`config.mk`:
```
export PLATFORM = sky130hd
export DESIGN_NAME = gradient_color_map_core
export DESIGN_NICKNAME = d
export VERILOG_FILES = /design/src/hw/rtl/gcm_pkg.sv /design/src/hw/rtl/gcm_blend.sv /design/src/hw/rtl/gradient_color_map_core.sv
export SDC_FILE = /design/constraint.sdc
export NUM_CORES = 2
export LEC_CHECK = 0
export BUFFER_PORTS_ARGS = -buffer_cell sky130_fd_sc_hd__buf_2
export CAP_MARGIN = 5
export CORE_MARGIN = 2
export CORE_UTILIZATION = 35
export CTS_CLUSTER_SIZE = 14
export DETAILED_ROUTE_END_ITERATION = 6
export SYNTH_ARGS = -nofsm -noshare
export SYNTH_HDL_FRONTEND = slang
export SYNTH_HIERARCHICAL = 1
export SYNTH_SLANG_ARGS = --single-unit
```
`constraint.sdc`:
```
create_clock -name clk -period 19.1 [get_ports clk]
set_clock_uncertainty 0.05 [all_clocks]
set_input_delay 0.955 -clock clk [delete_from_list [all_inputs] [get_ports clk]]
set_output_delay 0.955 -clock clk [all_outputs]
set_load 0.01 [all_outputs]
```
`src/hw/rtl/gcm_pkg.sv`:
```
// ----------------------------------------------------------------------------
// Gradient color map package
// Shared constants and types for the gradient color map pipeline.
// ----------------------------------------------------------------------------
package gcm_pkg;

  localparam int MAX_STOPS     = 7;
  localparam int FRACTION_BITS = 16;

  localparam int NUM_STOPS  = 7;
  localparam int STOP_W     = $clog2(NUM_STOPS + 1);
  localparam int LEVEL_W    = FRACTION_BITS + 2;
  localparam int CHAN_W     = 8;
  localparam int COLOR_W    = 3 * CHAN_W;
  localparam int WEIGHT_W   = FRACTION_BITS + 1;
  localparam int PROD_W     = CHAN_W + WEIGHT_W;
  localparam int SCALED_W   = FRACTION_BITS + STOP_W;
  localparam int SIZE_W     = 3;
  localparam int CFG_IDX_W  = 3;
  localparam int CFG_DATA_W = COLOR_W;

  localparam logic [CFG_IDX_W-1:0] REG_GRADIENT_SIZE = CFG_IDX_W'(0);
  localparam logic [CFG_IDX_W-1:0] REG_STOP_COLOR_0  = CFG_IDX_W'(1);

  localparam logic [SIZE_W-1:0]  GRADIENT_SIZE_RESET = SIZE_W'(2);
  localparam logic [COLOR_W-1:0] STOP_1_RESET        = {COLOR_W{1'b1}};

  typedef logic [COLOR_W-1:0]       color_t;
  typedef logic [FRACTION_BITS-1:0] frac_t;

  typedef struct packed {
    logic prod;
    logic sum;
  } blend_en_t;

endpackage

```
`src/hw/rtl/gcm_blend.sv`:
```
// ----------------------------------------------------------------------------
// Gradient color map blend
// Two register stages that mix two stop colors channel by channel: weighted
// products first, then the sum's integer part, truncated to the channel width.
// ----------------------------------------------------------------------------
module gcm_blend (
  input  logic                 clk,
  input  gcm_pkg::blend_en_t   en,
  input  gcm_pkg::color_t      color_lo,
  input  gcm_pkg::color_t      color_hi,
  input  gcm_pkg::frac_t       frac,
  output logic [gcm_pkg::CHAN_W-1:0] red,
  output logic [gcm_pkg::CHAN_W-1:0] green,
  output logic [gcm_pkg::CHAN_W-1:0] blue
);

  logic [gcm_pkg::WEIGHT_W-1:0] weight_lo;
  logic [gcm_pkg::WEIGHT_W-1:0] weight_hi;
  logic [gcm_pkg::PROD_W-1:0]   prod_lo [3];
  logic [gcm_pkg::PROD_W-1:0]   prod_hi [3];
  logic [gcm_pkg::PROD_W-1:0]   mix     [3];
  logic [gcm_pkg::CHAN_W-1:0]   chan    [3];

  assign weight_hi = {1'b0, frac};
  assign weight_lo = (gcm_pkg::WEIGHT_W'(1) << gcm_pkg::FRACTION_BITS) - weight_hi;

  always_ff @(posedge clk) begin
    if (en.prod) begin
      for (int c = 0; c < 3; c++) begin
        prod_lo[c] <= gcm_pkg::PROD_W'(color_lo[c*gcm_pkg::CHAN_W +: gcm_pkg::CHAN_W])
                      * gcm_pkg::PROD_W'(weight_lo);
        prod_hi[c] <= gcm_pkg::PROD_W'(color_hi[c*gcm_pkg::CHAN_W +: gcm_pkg::CHAN_W])
                      * gcm_pkg::PROD_W'(weight_hi);
      end
    end
  end

  always_comb begin
    for (int c = 0; c < 3; c++) begin
      mix[c] = prod_lo[c] + prod_hi[c];
    end
  end

  always_ff @(posedge clk) begin
    if (en.sum) begin
      for (int c = 0; c < 3; c++) begin
        chan[c] <= mix[c][gcm_pkg::FRACTION_BITS +: gcm_pkg::CHAN_W];
      end
    end
  end

  assign blue  = chan[0];
  assign green = chan[1];
  assign red   = chan[2];

endmodule

```
`src/hw/rtl/gradient_color_map_core.sv`:
```
// ----------------------------------------------------------------------------
// Gradient color map core
// Maps a signed fixed-point level to an RGB color through a linear gradient.
// ----------------------------------------------------------------------------
// The core takes one level per clock unless a stall holds the input, and
// returns one color per level through a four-stage pipeline: stop selection,
// stop color fetch, weighted products and the final sum. Each stage advances
// on its own when the next one has room, so a stall on the output fills
// empty stages before it holds the input. Write the gradient size and stop
// colors only while no level is in flight.
// ----------------------------------------------------------------------------
module gradient_color_map_core (
  input  logic                                clk,
  input  logic                                rst,
  input  logic                                write_enable,
  input  logic [gcm_pkg::CFG_IDX_W-1:0]       write_index,
  input  logic [gcm_pkg::CFG_DATA_W-1:0]      write_data,
  input  logic                                in_valid,
  output logic                                in_stall,
  input  logic signed [gcm_pkg::LEVEL_W-1:0]  level,
  output logic                                out_valid,
  input  logic                                out_stall,
  output logic [gcm_pkg::CHAN_W-1:0]          red,
  output logic [gcm_pkg::CHAN_W-1:0]          green,
  output logic [gcm_pkg::CHAN_W-1:0]          blue
);

  logic [gcm_pkg::SIZE_W-1:0] gradient_size;
  gcm_pkg::color_t            stop_color [gcm_pkg::NUM_STOPS];

  logic [gcm_pkg::STOP_W-1:0]   stops;
  logic [gcm_pkg::STOP_W-1:0]   lo_next;
  logic [gcm_pkg::STOP_W-1:0]   hi_next;
  gcm_pkg::frac_t               frac_next;
  logic [gcm_pkg::SCALED_W-1:0] scaled;
  logic [gcm_pkg::STOP_W-1:0]   ip;
  logic                         below;
  logic                         above;

  logic [gcm_pkg::STOP_W-1:0] lo;
  logic [gcm_pkg::STOP_W-1:0] hi;
  gcm_pkg::frac_t             frac1;
  gcm_pkg::color_t            color_lo;
  gcm_pkg::color_t            color_hi;
  gcm_pkg::frac_t             frac2;

  logic v1, v2, v3, v4;
  logic en1, en2, en3, en4;
  gcm_pkg::blend_en_t blend_en;

  always_ff @(posedge clk) begin
    if (rst) begin
      gradient_size <= gcm_pkg::GRADIENT_SIZE_RESET;
      for (int i = 0; i < gcm_pkg::NUM_STOPS; i++) begin
        stop_color[i] <= (i == 1) ? gcm_pkg::STOP_1_RESET : '0;
      end
    end else if (write_enable) begin
      if (write_index == gcm_pkg::REG_GRADIENT_SIZE) begin
        gradient_size <= write_data[gcm_pkg::SIZE_W-1:0];
      end else begin
        for (int i = 0; i < gcm_pkg::NUM_STOPS; i++) begin
          if (write_index == gcm_pkg::REG_STOP_COLOR_0 + gcm_pkg::CFG_IDX_W'(i)) begin
            stop_color[i] <= write_data[gcm_pkg::COLOR_W-1:0];
          end
        end
      end
    end
  end

  // Handshake: each stage loads when it is empty or its successor moves.
  assign en4      = !v4 || !out_stall;
  assign en3      = !v3 || en4;
  assign en2      = !v2 || en3;
  assign en1      = !v1 || en2;
  assign in_stall = !en1;
  assign out_valid = v4;
  assign blend_en.prod = en3;
  assign blend_en.sum  = en4;

  always_ff @(posedge clk) begin
    if (rst) begin
      v1 <= 1'b0;
      v2 <= 1'b0;
      v3 <= 1'b0;
      v4 <= 1'b0;
    end else begin
      if (en1) v1 <= in_valid;
      if (en2) v2 <= v1;
      if (en3) v3 <= v2;
      if (en4) v4 <= v3;
    end
  end

  always_comb begin
    if (gradient_size < gcm_pkg::STOP_W'(2)) begin
      stops = gcm_pkg::STOP_W'(2);
    end else if (gradient_size > gcm_pkg::STOP_W'(gcm_pkg::MAX_STOPS)) begin
      stops = gcm_pkg::STOP_W'(gcm_pkg::MAX_STOPS);
    end else begin
      stops = gradient_size;
    end

    below  = level[gcm_pkg::LEVEL_W-1] || (level == '0);
    above  = level[gcm_pkg::FRACTION_BITS];
    scaled = gcm_pkg::SCALED_W'(level[gcm_pkg::FRACTION_BITS-1:0])
             * gcm_pkg::SCALED_W'(stops - gcm_pkg::STOP_W'(1));
    ip     = scaled[gcm_pkg::FRACTION_BITS +: gcm_pkg::STOP_W];
    if (ip > stops - gcm_pkg::STOP_W'(2)) begin
      ip = stops - gcm_pkg::STOP_W'(2);
    end

    if (below) begin
      lo_next   = '0;
      hi_next   = '0;
      frac_next = '0;
    end else if (above) begin
      lo_next   = stops - gcm_pkg::STOP_W'(1);
      hi_next   = stops - gcm_pkg::STOP_W'(1);
      frac_next = '0;
    end else begin
      lo_next   = ip;
      hi_next   = ip + gcm_pkg::STOP_W'(1);
      frac_next = scaled[gcm_pkg::FRACTION_BITS-1:0];
    end
  end

  always_ff @(posedge clk) begin
    if (en1) begin
      lo    <= lo_next;
      hi    <= hi_next;
      frac1 <= frac_next;
    end
  end

  always_ff @(posedge clk) begin
    if (en2) begin
      color_lo <= stop_color[lo];
      color_hi <= stop_color[hi];
      frac2    <= frac1;
    end
  end

  gcm_blend u_blend (
    .clk      (clk),
    .en       (blend_en),
    .color_lo (color_lo),
    .color_hi (color_hi),
    .frac     (frac2),
    .red      (red),
    .green    (green),
    .blue     (blue)
  );

endmodule

```
==> impl_metrics.tcl <==
set metrics [dict create \
    status "completed" \
    slew_headroom_pct 31.7 \
    syn_avg_cell_area_um2 10.4 \
    rows 132 \
    antenna_found_initial 6 \
    ys_types 88 \
    route.detailed.drc 0 \
    syn2layout_area_growth_pct 8.62 \
    synth_seq_cells 429 \
    grt_pass1_vias 32280 \
    final_cells 6166 \
    worst_slack_ns 11.57 \
    tightest_slew_ns 1.02 \
    io-pin-count 76 \
    wirelength_um 109000 \
    synth_edf_count 422 \
    yosys-top-cells-area "edfxtp_1, fa_1, ha_1, and2_1, inv_1" \
    synth.cell_area_um2 45700 \
    path_class "flop to flop" \
    max_stage_delay_ns 0.55 \
    postLayoutCellArea_um2 49700 \
    hold_buffers 0 \
    cp_slowest_cell "fa_1" \
    r2r_start "gradient_size[2]" \
    clk_path_buf_depth 3 \
    cp_data_arrival_time_ns 7.85 \
    yosys_warnings 6 \
    post-cts-setup-buffer-count 0 \
    drive_gt1_share_pct 7.87 \
    vias 30581 \
    place.gp.congestion 0.813 \
    drtPass1Iterations 5 \
    yosysMostFrequentCell "inv_1" \
    die_w_um 365 \
    hold_path_class "flop to flop" \
    synth.cells.most_frequent "inv_1, fa_1, and2_1" \
    maxCapViolations 0 \
    drt_iter0_markers 1611 \
    layout.nets 5347 \
    coreArea_um2 130000 \
    yosysTopAreaCellShare_pct 27.7 \
    maxSlewViolCount 0 \
    ant_nets 0 \
    hold_violations 0 \
    cts_tree "built" \
    worst_setup_path_start_kind "flop" \
    fin_tns_setup_ns 0 \
    cts_resized 0 \
    startpoint "gradient_size[2]" \
    ys_seq_area_share_pct 28.0 \
    crit_chain "o21a_2 -> inv_2 -> ha_1 -> nand2b_1 -> fa_1 -> fa_1 -> fa_1 -> inv_1 -> ha_1 -> fa_1 -> a21oi_1 -> o2111ai_1 -> and3_1 -> or3_1 -> nand2_1 -> inv_1 -> ha_1 -> o21ai_0 -> a21oi_1 -> nor2_1 -> a311o_2 -> or4_1 -> a21oi_1 -> nor3_1" \
    grt_pass1_wl_um 177000 \
    dpl.cell_count 6072 \
    clock_tree.htree_level_count 2 \
    fillers 12736 \
    crit_path_end_kind "flop" \
    cp_max_fo 22 \
    fp.dieArea_um2 134000 \
    portBuffers 75 \
    wl_per_cell_um 17.7 \
    hold_start "frac1[1]" \
    chipHeight_um 365 \
    cpMostUsedCell "fa_1" \
    cts_root_buffer "clkbuf_16" \
    grt_max_degree 95 \
    cts.sinks 429 \
    ys.flop_type "edfxtp_1" \
    setup_viol 0 \
    synth_cells 4384 \
    cts_buffers 50 \
    vias_per_cell 4.96 \
    cp.required_ns 19.43 \
    synth_top_cell_by_area "edfxtp_1" \
    path_clk_slew_ns 0.06 \
    gr-total-overflow 0 \
    placed_area_um2 48000 \
    fin_crit_ns 7.53 \
    fin_crit_sh_pct 39.4 \
    post-place-ws_ns 11.56 \
    async_flop_share_pct 0 \
    rsz0062_at_grt "false" \
    dp_hpwl_um 79700 \
    initial_core_util_pct 35.3 \
    track_usage_pct 16.8 \
    fmax_ghz 0.133 \
    clock_latency_ns 0.65 \
]
[path summary, 6_finish.rpt]
| path | endpoint | slack, ns | cells after the start |
|---|---|---|---|
| max | hi[1] | 11.57 | 24 |
| min | frac2[1] | 0.37 | 0 |
| max reg2reg | hi[1] | 11.57 | 24 |
| min reg2reg | frac2[1] | 0.37 | 0 |
[cell families (layout without fill, tap and decap cells)]
family          after synthesis  count (layout)  synth area share, %
compound gates              472             472                 6.89
simple gates               1464            1464                 16.6
xor+xnor                    158             158                 3.04
fa+ha+maj                   915             915                 34.0
mux                         153             153                 4.81
other cells                   2              18               0.0164
flops                       429             429                 28.0
buf+inv                     791             815                 6.59
[sequential cells by signal, summed over array words and instances, names as in the netlist]
name             flops
u_blend/prod_hi     72
gradient_size        3
color_lo            24
lo                   3
hi                   3
out_valid            1
v1                   1
v2                   1
frac1               16
frac2               16
u_blend/chan        24
stop_color         168
u_blend/prod_lo     72
color_hi            24
v3                   1
[layout by cell type (no fill, tap or decap), drive strengths merged, types with 7 or more instances in the layout]
cell type and count:
a211oi 15, a21o 76, a21oi 110, a31o 9, a31oi 23, and2 548, and3 30, buf 124
clkbuf 61, clkinv 21, conb 16, dfxtp 7, edfxtp 422, fa 548, ha 367, inv 602
mux2 50, mux2i 55, mux4 48, nand2 404, nand2b 41, nand3 33, nand4 17, nor2 229
nor2b 39, nor3 46, nor4 8, o2111ai 9, o211ai 16, o21a 25, o21ai 110, o21bai 16
or3 40, xnor2 105, xor2 53
[through the flow]
step	hold slack, ns	util (%)
after global routing	0.379	38.3
after CTS	0.369	38.3
after global placement	0.352	37.0
after detailed placement	0.355	37.0
after floorplan	0.350	-
final	0.369	38.3
[worst max-delay path, delay by kind of cell, from the launching register on]
kind	cells	cell delay (ns)
flops	1	0.38
fa+ha+maj	7	3.05
buf+inv	3	0.43
simple gates	7	1.68
compound gates	7	1.68
[per-layer routing]
layer | share of wire (%) | up-vias | track usage [%]
li1 | - | 14399 | -
met1 | 45 | 15408 | 22.4
met2 | 47 | 633 | 27.9
met3 | 4.5 | 141 | 2.17
met4 | 3.7 | 0 | 5.90
met5 | 0 | - | 0
[final cells by class]
| cell class | instances | area (um^2) | share of cell area (%) |
|---|---|---|---|
| repair buffers | 124 | 743 | 1.50 |
| well taps | 1742 | 2180 | 4.39 |
| diodes | 2 | 5.00 | 0.0101 |
| clock inverters | 31 | 355 | 0.716 |
| clock buffers | 61 | 1290 | 2.60 |
| multi-input cells | 3178 | 30000 | 60.4 |
| flip-flops and latches | 429 | 12800 | 25.8 |
| inverters | 599 | 2250 | 4.54 |
Power is left out: the tool's default activity adds up to more than one toggle a clock period on the data nets, which glitch-free logic cannot reach.
